[src/design/bitmap_block_run_allocator_top_defines.svh]
// Assertion macros used by the allocator RTL.
// Each macro expects signals named clk and arst_n in the enclosing module.
`ifndef BITMAP_BLOCK_RUN_ALLOCATOR_TOP_DEFINES_SVH
`define BITMAP_BLOCK_RUN_ALLOCATOR_TOP_DEFINES_SVH

// The property must hold at every clock edge outside reset.
`define BBRA_ASSERT(lbl, prop, msg) \
	lbl: assert property (@(posedge clk) disable iff (!arst_n) prop) else $error(msg);

// The condition must never be true at a clock edge outside reset.
`define BBRA_ASSERT_NEVER(lbl, cond, msg) \
	lbl: assert property (@(posedge clk) disable iff (!arst_n) !(cond)) else $error(msg);

`endif

[src/design/bbra_ram.sv]
module bbra_ram #(
	parameter int WIDTH = 8,
	parameter int DEPTH = 16
) (
	input  logic                     clk,
	input  logic                     we,
	input  logic [$clog2(DEPTH)-1:0] waddr,
	input  logic [WIDTH-1:0]         wdata,
	input  logic [$clog2(DEPTH)-1:0] raddr,
	output logic [WIDTH-1:0]         rdata
);

	logic [WIDTH-1:0] mem [DEPTH];

	// Write and registered read; a read of the address written at the same edge returns old data.
	always_ff @(posedge clk) begin
		if (we) begin
			mem[waddr] <= wdata;
		end
		rdata <= mem[raddr];
	end

endmodule
[config.mk]
export PLATFORM = sky130hd
export DESIGN_NAME = bbra_ram
export DESIGN_NICKNAME = d
export VERILOG_FILES = /design/src/design/bitmap_block_run_allocator_top_defines.svh /design/src/design/bbra_ram.sv
export SDC_FILE = /design/constraint.sdc
export NUM_CORES = 1
export LEC_CHECK = 0
export BUFFER_PORTS_ARGS = -buffer_cell sky130_fd_sc_hd__buf_4
export CORE_MARGIN = 10
export CORE_UTILIZATION = 55
export CTS_CLUSTER_DIAMETER = 100
export CTS_CLUSTER_SIZE = 40
export DETAILED_ROUTE_END_ITERATION = 7
export GPL_TIMING_DRIVEN = 1
export PLACE_DENSITY = 0.81
export SYNTH_ARGS = -nofsm -noshare
export SYNTH_HDL_FRONTEND = slang
export SYNTH_SLANG_ARGS = --single-unit
[constraint.sdc]
create_clock -name clk -period 1.86 [get_ports clk]
set_input_delay 0.093 -clock clk [delete_from_list [all_inputs] [get_ports clk]]
set_output_delay 0.093 -clock clk [all_outputs]
set_load 0.05 [all_outputs]
==> metrics.md, run 1 <==
| Metric | Value |
|---|---|
| Crit Path Max Fanout | 1 |
| Via count of the first global-routing pass | 2733 |
| Amount of wire on met3 after detailed routing | 877 um |
| Count of final setup violators | 0 |
| Most frequent cell after synthesis | sky130_fd_sc_hd__edfxtp_1 |
| Area growth from synthesis to final layout | 23.1% |
| Critical Path AT | 1.87 ns |
| Post-synthesis cell area | 5150 um2 |
| Starting Density | 56.0% |
| Unrepaired setup endpoints after global routing | false |
| Clock sink count | 136 |
| Synth Area per Inst | 22.5 um2 |
| Final total power | 7.71 mW |
| Type of the worst setup path | reg2reg |
| Area of the die | 13600 um2 |
| Clock skew after layout | 0.00522 ns |
| Count of boundary I/O pins | 26 |
| H-tree depth reported by CTS | 4 |
| Port Buffer Count | 25 |
| Met2 WL | 5260 um |
| Fmax | 682 MHz |
| Site Rows | 35 |
| Flip-flop cell with the highest count after synthesis | sky130_fd_sc_hd__edfxtp_1 |
| Post-CTS Hold Fix Bufs | 8 |
| Total GRT Usage | 17.0% |
| Diodes inserted | 0 |
| Number of nets with antenna violations after detailed routing | 0 |
| FF-to-FF setup slack | 0.39 ns |
| Top routing layer in use | met4 |
| Core outline area | 9200 um2 |
| Routed metal-1 wirelength | 4190 um |
| Worst-margin pin slew | 0.488 ns |
| Share of the cycle needed by the critical path after routing | 78.8% |
| Initial antenna violation count | 0 |
| Clock tree from TritonCTS | done |
| Series of cell instances along the critical path | mux4_1 -> a22oi_1 -> nand2_1 |
| DR vias/cell | 6.11 |
| Critical Path Slowest Stage Cell | sky130_fd_sc_hd__mux4_1 |
| Power density over the cells | 1220 nW/um2 |
| Number of buffers on the longest clock path | 2 |
| Status | completed |
| Fin crit period | 1.47 ns |
| Slew Limit Headroom | 67.4% |
| Width of the die | 117 um |
| FF+latch count, synth | 136 |
| Share of layout cells above drive strength 1 | 31.6% |
| Type of the worst min-delay path | in2reg |
| Yosys top cell by area | sky130_fd_sc_hd__edfxtp_1 |
| Commonest cells in the synthesized netlist | 128 x sky130_fd_sc_hd__edfxtp_1, 18 x sky130_fd_sc_hd__mux4_2, 16 x sky130_fd_sc_hd__a22oi_1 |
| Setup Total Neg Slack | 0 ns |
| Asr flop ratio synth | 0% |
| Remaining routing DRC violations | 0 |
| Crit-path max cell delay | 0.54 ns |
| Overall die height | 117 um |
| First-pass GRT wire length | 16200 um |
| Worst Hold Path Cells | 4 |
| Seq/Total Area, Yosys | 77.8% |
| Warning count from the yosys run | 0 |
| Drt pass-1 iters | 5 |
| Share of the core filled with cells | 68.9% |
| Number of cells traversed by the worst register-to-register path | 3 |
| Clock buffers created by TritonCTS | 17 |
| Number of design-rule violations left by the first detailed-router iteration | 360 |
| Fraction of post-synthesis cell area in the top cell type by area | 74.7% |
| Cts repair resizes | 0 |
| Critical Path End Type | flip-flop |
| Max-slew violation count | 0 |
| Global-route congestion overflow total | 0 |
| Clock-pin transition on the worst setup and hold timing paths | 0.06 ns |
| Number of hold-slack violations in the final timing report | 0 |
| Detailed-placement wirelength estimate | 6310 um |
| Buffers inserted during post-CTS setup optimization | 0 |
| Dominant cells by area after synthesis | sky130_fd_sc_hd__edfxtp_1 75%, sky130_fd_sc_hd__mux4_2 7.9%, sky130_fd_sc_hd__mux4_1 7.1% |
| Final weighted congestion of routability-driven global placement | 0.774 |
| Worst IR Drop VDD | 867 uV |
| Total via count after detailed routing | 2555 |
| CTS Root Buffer Type | sky130_fd_sc_hd__clkbuf_8 |
| Worst setup SP type | flip-flop |
| Maximum number of pins on one net before global-route repair | 33 |
| Number of distinct library cells after synthesis | 19 |
| Final nets | 312 |
| Wire per inst | 25.2 um |
| Synth Net Count | 247 |
| Max-capacitance violation count | 0 |
| Instance count of the mapped netlist | 229 |
| Crit path required time | 2.26 ns |
| Count of flip-flops with a built-in enable after synthesis | 128 |
| Insertion delay to the later sink of the worst-skew pair | 0.52 ns |
| DRT Wirelength | 10600 um |
| Leakage | 2.20 nW |
## registers in the layout, indices dropped and copies added (netlist names)
register,count
mem,128
rdata,8
## worst paths after layout
check,start,end
hold / removal,raddr[2],rdata[4]
setup / recovery,mem[1][5],rdata[5]
setup reg to reg,mem[1][5],rdata[5]
hold reg to reg,mem[8][4],rdata[4]
## layer usage
| metal | GRT usage, % | vias to the layer above |
|---|---|---|
| met3 | 4.98 | 20 |
| li1 | - | 1103 |
| met2 | 26.2 | 142 |
| met4 | 8.48 | 0 |
| met5 | 0 | - |
| met1 | 21.7 | 1290 |
## cell usage in the layout (no fill, tap or decap), types with 3 or more instances in the layout
cell type,n
sky130_fd_sc_hd__edfxtp_1,128
sky130_fd_sc_hd__buf_4,47
sky130_fd_sc_hd__mux4_2,18
sky130_fd_sc_hd__a22oi_1,16
sky130_fd_sc_hd__clkbuf_16,16
sky130_fd_sc_hd__mux4_1,14
sky130_fd_sc_hd__nor2_1,13
sky130_fd_sc_hd__nand2_1,9
sky130_fd_sc_hd__dlygate4sd3_1,8
sky130_fd_sc_hd__dfxtp_1,8
sky130_fd_sc_hd__bufinv_16,7
sky130_fd_sc_hd__nor3_1,4
sky130_fd_sc_hd__clkinv_4,3
## per-stage QoR
step	cells	worst slack, ns	instance area [um2]	hold slack [ns]
floorplan	229	0.274	5150	0.192
global placement	378	0.261	5570	0.389
detailed placement	378	0.236	5570	0.400
CTS	418	0.411	6340	0.0403
global route	418	0.349	6340	0.0798
finish	418	0.394	6340	0.0544
## report_power, final
| part | switching [mW] | leakage (nW) | internal [mW] |
|---|---|---|---|
| clock | 1.22 | 0.329 | 2.62 |
| sequential | 0.0214 | 1.22 | 3.43 |
| combinational | 0.252 | 0.651 | 0.172 |
## worst max-delay path, delay by kind of cell (launching register included)
| kind | cells | cell delay, ns |
|---|---|---|
| multiplexers | 1 | 0.54 |
| AO/OA/AOI/OAI | 1 | 0.36 |
| flip-flops | 1 | 0.36 |
| AND/OR/NAND/NOR | 1 | 0.09 |
## logic make-up after synthesis
logic type,after synthesis,synth area share [%]
buffers and inverters,10,1.68
and+or+nand+nor,35,3.18
AOI/OAI and AO/OA,16,2.33
DFF,136,77.8
muxes,32,15.0
## area by class of cell
| class | instances | area [um2] |
|---|---|---|
| clock buffer | 20 | 435 |
| clock inverter | 12 | 249 |
| fill | 543 | 2860 |
| multi-input combinational | 83 | 1060 |
| sequential | 136 | 4000 |
| tap | 111 | 139 |
| timing repair buffer | 56 | 453 |
No activity file was read; power rests on OpenSTA's default activity.
==> run 2: changes to the inputs <==
--- a/config.mk
+++ b/config.mk
@@ -7,12 +7,12 @@
 export LEC_CHECK = 0
 export BUFFER_PORTS_ARGS = -buffer_cell sky130_fd_sc_hd__buf_4
 export CORE_MARGIN = 10
-export CORE_UTILIZATION = 55
+export CORE_UTILIZATION = 54
 export CTS_CLUSTER_DIAMETER = 100
 export CTS_CLUSTER_SIZE = 40
 export DETAILED_ROUTE_END_ITERATION = 7
 export GPL_TIMING_DRIVEN = 1
-export PLACE_DENSITY = 0.81
+export PLACE_DENSITY = 0.82
 export SYNTH_ARGS = -nofsm -noshare
 export SYNTH_HDL_FRONTEND = slang
 export SYNTH_SLANG_ARGS = --single-unit
==> constraint.sdc (replaced) <==
create_clock -name clk -period 1.3 [get_ports clk]
set_input_delay 0.065 -clock clk [delete_from_list [all_inputs] [get_ports clk]]
set_output_delay 0.065 -clock clk [all_outputs]
set_load 0.05 [all_outputs]
==> metrics.md, run 2 (synthesis results as in run 1) <==
| Metric | Value |
|---|---|
| Crit path required time | 1.71 ns |
| Width of the die | 118 um |
| GRT met3 Usage | 4.80% |
| Fmax | 735 MHz |
| Insertion delay to the later sink of the worst-skew pair | 0.52 ns |
| Final weighted congestion of routability-driven global placement | 0.775 |
| Site Rows | 35 |
| Clock-pin transition on the worst setup and hold timing paths | 0.06 ns |
| Met2 usage in global routing | 27.2% |
| DRT Wirelength | 11000 um |
| Initial antenna violation count | 0 |
| Area of the die | 13800 um2 |
| Total via count after detailed routing | 2612 |
| Clock buffers created by TritonCTS | 17 |
| Final setup slack of the worst path | -0.0597 ns |
| Worst-margin pin slew | 0.900 ns |
| Filler instances | 550 |
| Critical Path End Type | flip-flop |
| Maximum number of pins on one net before global-route repair | 17 |
| Largest regs | mem: 128 flops, rdata: 8 flops |
| Clock sink count | 136 |
| Final nets | 322 |
| Commonest cells after routing, fill and taps aside | 128 x sky130_fd_sc_hd__edfxtp_1, 53 x sky130_fd_sc_hd__buf_4, 29 x sky130_fd_sc_hd__mux4_2 |
| Worst IR Drop VDD | 877 uV |
| H-tree depth reported by CTS | 4 |
| Detailed-placement wirelength estimate | 6940 um |
| Type of the worst setup path | reg2reg |
| GRT met1 Usage | 19.8% |
| Count of boundary I/O pins | 26 |
| Overall die height | 118 um |
| Status | finished, violations left |
| Most frequent standard cell in the layout excluding fill and tap cells | sky130_fd_sc_hd__edfxtp_1 |
| Buffers inserted during post-CTS setup optimization | 0 |
| Slew Limit Headroom | 39.9% |
| Pre-CTS WS | -0.204 ns |
| Failing checks | setup timing |
| Max-slew violation count | 0 |
| Final Hold Slack | 0.0561 ns |
| Starting Density | 55.7% |
| Count of final setup violators | 2 |
| Clock skew after layout | 0.00731 ns |
| Number of hold-slack violations in the final timing report | 0 |
| Number of buffers on the longest clock path | 2 |
| Diodes inserted | 0 |
| Max FFs per register | 128 |
| Clock tree from TritonCTS | done |
| Number of design-rule violations left by the first detailed-router iteration | 182 |
| Critical Path AT | 1.76 ns |
| CTS Root Buffer Type | sky130_fd_sc_hd__clkbuf_8 |
| Port Buffer Count | 25 |
| Via count of the first global-routing pass | 2847 |
| DR vias/cell | 5.86 |
| Remaining routing DRC violations | 0 |
| Number of nets with antenna violations after detailed routing | 0 |
| Type of the worst min-delay path | in2reg |
| Peak-usage layer in the global routing report | met2 |
| Wire per inst | 24.6 um |
| First-pass GRT wire length | 17000 um |
| Share of layout cells above drive strength 1 | 40.7% |
| Area of all sequential standard cells | 4000 um2 |
| Power density over the cells | 1610 nW/um2 |
| Worst setup SP type | flip-flop |
| Core outline area | 9240 um2 |
| Global-route congestion overflow total | 0 |
| Share of the cycle needed by the critical path after routing | 105% |
| Fin crit period | 1.36 ns |
| Final design area excluding fillers | 6400 um2 |
| Total GRT Usage | 16.8% |
| Setup Total Neg Slack | -0.107 ns |
| Crit Path Max Fanout | 1 |
| Area growth from synthesis to final layout | 24.4% |
| Register ranked first by flip-flop count | mem |
| Unrepaired setup endpoints after global routing | true |
| Cell area reported after detailed placement | 5730 um2 |
| Leakage | 2.18 nW |
| Max-capacitance violation count | 0 |
| Multi-input gate area | 1070 um2 |
| Drt pass-1 iters | 4 |
run 2: changes by cell type in the layout (fill, tap and decap cells not counted), moves of 6 or more:
| cell | previous run | this run |
|---|---|---|
| sky130_fd_sc_hd__a22oi_1 | 16 | 7 |
| sky130_fd_sc_hd__mux4_1 | 14 | 3 |
| sky130_fd_sc_hd__mux4_2 | 18 | 29 |
| sky130_fd_sc_hd__a22oi_2 | 0 | 9 |
| sky130_fd_sc_hd__buf_4 | 47 | 53 |
run 2: cell type report:
cell class / count / area share, %
clock buffer: 18 / 6.53
timing repair buffer: 66 / 9.03
multi-input combinational: 83 / 16.7
clock inverter: 14 / 2.74
sequential: 136 / 62.5
tap: 129 / 2.52
run 2: report_power, final:
group | internal (mW) | switching [mW] | leakage [nW]
registers | 4.90 | 0.0386 | 1.22
logic | 0.292 | 0.390 | 0.677
clock network | 2.93 | 1.77 | 0.282
run 2: per-stage QoR:
| stage | total power, mW | instances | utilization, % |
|---|---|---|---|
| 3_3_place_gp | 5.63 | 406 | 62.0 |
| 2_1_floorplan | 5.37 | 229 | - |
| 5_1_grt | 10.6 | 446 | 69.3 |
| 4_1_cts | 10.4 | 446 | 69.3 |
| 6_report | 10.3 | 446 | 69.3 |
| 3_5_place_dp | 5.66 | 406 | 62.0 |
run 2: final timing paths:
check	cells after the start	start	slack [ns]	endpoint
min	3	waddr[1]	0.06	mem[0][0]
max	3	mem[2][4]	-0.06	rdata[4]
min reg2reg	3	mem[15][3]	0.68	rdata[3]
max reg2reg	3	mem[2][4]	-0.06	rdata[4]
run 2: metal layers:
metal	up-vias	wire length, um
met2	137	5450
met4	0	367
met5	-	0
met3	28	907
li1	1116	-
met1	1331	4230
run 2: repair_timing:
item,CTS,global route
pin swaps,4,6
gates resized for setup,7,13
endpoints found under the setup margin,8,8
hold endpoints to repair,128,0
hold buffers,8,0
run 2: worst max-delay path: stages (launching register included):
cell	delay (ns)
sky130_fd_sc_hd__edfxtp_1	0.43
sky130_fd_sc_hd__mux4_2	0.53
sky130_fd_sc_hd__a22oi_2	0.22
sky130_fd_sc_hd__nand2_1	0.07
==> run 3: changes to the inputs <==
--- a/config.mk
+++ b/config.mk
@@ -6,7 +6,6 @@
 export NUM_CORES = 1
 export LEC_CHECK = 0
 export BUFFER_PORTS_ARGS = -buffer_cell sky130_fd_sc_hd__buf_4
-export CORE_MARGIN = 10
 export CORE_UTILIZATION = 54
 export CTS_CLUSTER_DIAMETER = 100
 export CTS_CLUSTER_SIZE = 40
==> metrics.md, run 3 (synthesis results as in run 1) <==
| Metric | Value |
|---|---|
| Max FFs per register | 128 |
| Final nets | 318 |
| Global-route congestion overflow total | 0 |
| Number of design-rule violations left by the first detailed-router iteration | 234 |
| Overall die height | 99.6 um |
| Number of hold-slack violations in the final timing report | 0 |
| Detailed-placement wirelength estimate | 6140 um |
| Crit-path max cell delay | 0.49 ns |
| Max-slew violation count | 0 |
| Final setup slack of the worst path | 0.00366 ns |
| Insertion delay to the later sink of the worst-skew pair | 0.52 ns |
| Number of buffers on the longest clock path | 2 |
| Remaining routing DRC violations | 0 |
| FF-to-FF setup slack | 0.004 ns |
| Crit Path Max Fanout | 1 |
| Count of boundary I/O pins | 26 |
| Final weighted congestion of routability-driven global placement | 0.810 |
| Worst-margin pin slew | 0.879 ns |
| Filler instances | 546 |
| Fmax | 771 MHz |
| Slew Limit Headroom | 41.3% |
| Clock sink count | 136 |
| Area of the die | 9930 um2 |
| Critical Path Slowest Stage Cell | sky130_fd_sc_hd__mux4_2 |
| Maximum number of pins on one net before global-route repair | 19 |
| Worst setup SP type | flip-flop |
| Type of the worst min-delay path | in2reg |
| DR vias/cell | 5.86 |
| First-pass GRT wire length | 15200 um |
| Worst IR Drop VDD | 1100 uV |
| DRT Wirelength | 10200 um |
| Unrepaired setup endpoints after global routing | true |
| Share of layout cells above drive strength 1 | 39.0% |
| Fin crit period | 1.30 ns |
| Buffers inserted during post-CTS setup optimization | 0 |
| Core outline area | 9240 um2 |
| Critical Path End Type | flip-flop |
| Commonest cells after routing, fill and taps aside | 128 x sky130_fd_sc_hd__edfxtp_1, 51 x sky130_fd_sc_hd__buf_4, 27 x sky130_fd_sc_hd__mux4_2 |
| Drt pass-1 iters | 4 |
| Pre-CTS WS | -0.205 ns |
| Via count of the first global-routing pass | 2603 |
| Clock buffers created by TritonCTS | 17 |
| Max-capacitance violation count | 0 |
| Setup Total Neg Slack | 0 ns |
| Power density over the cells | 1600 nW/um2 |
| Area growth from synthesis to final layout | 23.0% |
| Clock-pin transition on the worst setup and hold timing paths | 0.06 ns |
| Type of the worst setup path | reg2reg |
| Port Buffer Count | 25 |
| Clock skew after layout | 0.0112 ns |
| Wire per inst | 23.0 um |
| Most frequent standard cell in the layout excluding fill and tap cells | sky130_fd_sc_hd__edfxtp_1 |
| CTS Root Buffer Type | sky130_fd_sc_hd__clkbuf_8 |
| Register ranked first by flip-flop count | mem |
| Crit path required time | 1.71 ns |
| Site Rows | 35 |
| Leakage | 2.14 nW |
| Status | completed |
| H-tree depth reported by CTS | 4 |
| Count of final setup violators | 0 |
| Number of nets with antenna violations after detailed routing | 0 |
| Largest regs | mem: 128 flops, rdata: 8 flops |
| Total via count after detailed routing | 2592 |
| Diodes inserted | 0 |
| Share of the cycle needed by the critical path after routing | 99.7% |
| Critical Path AT | 1.70 ns |
| Series of cell instances along the critical path | mux4_2 -> a22oi_1 -> nand2_1 |
| Initial antenna violation count | 0 |
| Width of the die | 99.6 um |
| Total GRT Usage | 22.8% |
| Clock tree from TritonCTS | done |
| Starting Density | 55.7% |
run 3: changes by cell type in the layout (fill, tap and decap cells not counted), moves of 2 or more:
cell,previous run,this run
sky130_fd_sc_hd__buf_12,5,3
sky130_fd_sc_hd__buf_4,53,51
sky130_fd_sc_hd__mux4_1,3,5
sky130_fd_sc_hd__mux4_2,29,27
run 3: worst paths after layout:
kind | startpoint | to | depth (start not counted)
worst max-delay path | mem[11][0] | rdata[0] | 3
worst min-delay path | waddr[0] | mem[0][5] | 3
worst max register to register | mem[11][0] | rdata[0] | 3
worst min register to register | mem[5][5] | rdata[5] | 3
run 3: what timing repair did:
item / in CTS / in global routing
endpoints found under the setup margin: 6 / 7
hold buffers: 8 / 0
gates resized for setup: 9 / 9
endpoints found under the hold margin: 128 / 0
pin swaps: 2 / 5
run 3: worst max-delay path: cells and delay by family (launching register included):
family           cells  cell delay (ns)
multiplexers         1             0.49
flip-flops           1             0.38
AO/OA/AOI/OAI        1             0.24
AND/OR/NAND/NOR      1             0.08
run 3: power breakdown:
part	switching [mW]	leakage (nW)	internal [mW]
logic	0.374	0.654	0.280
clock network	1.79	0.265	2.73
registers	0.0359	1.22	4.90
total	2.20	2.14	7.91
run 3: stage by stage:
step           cell area, um2  cells  power (mW)  hold WS, ns  utilization, %
2_1_floorplan            5150    229        5.37        0.164               -
3_3_place_gp             5670    402        5.61        0.367            61.4
3_5_place_dp             5670    402        5.63        0.383            61.4
4_1_cts                  6320    442        10.1       0.0506            68.4
5_1_grt                  6330    442        10.4       0.0605            68.5
6_report                 6330    442        10.1       0.0667            68.5
run 3: layout make-up:
cell class              count  area [um2]  area share (%)
clock buffers              18         418            6.60
clock inverters            14         151            2.39
multi-input cells          83        1070            17.0
flip-flops and latches    136        4000            63.2
well taps                 129         161            2.55
repair buffers             62         523            8.26
run 3: layer usage:
| metal | vias up | part of all wire [%] | global-route usage (%) | wire [um] |
|---|---|---|---|---|
| met5 | - | 0 | 0 | 0 |
| met4 | 0 | 1.7 | 9.62 | 175 |
| met3 | 12 | 7.6 | 6.96 | 769 |
| met2 | 132 | 48 | 35.1 | 4920 |
| met1 | 1338 | 42 | 30.7 | 4300 |
| li1 | 1110 | - | - | - |
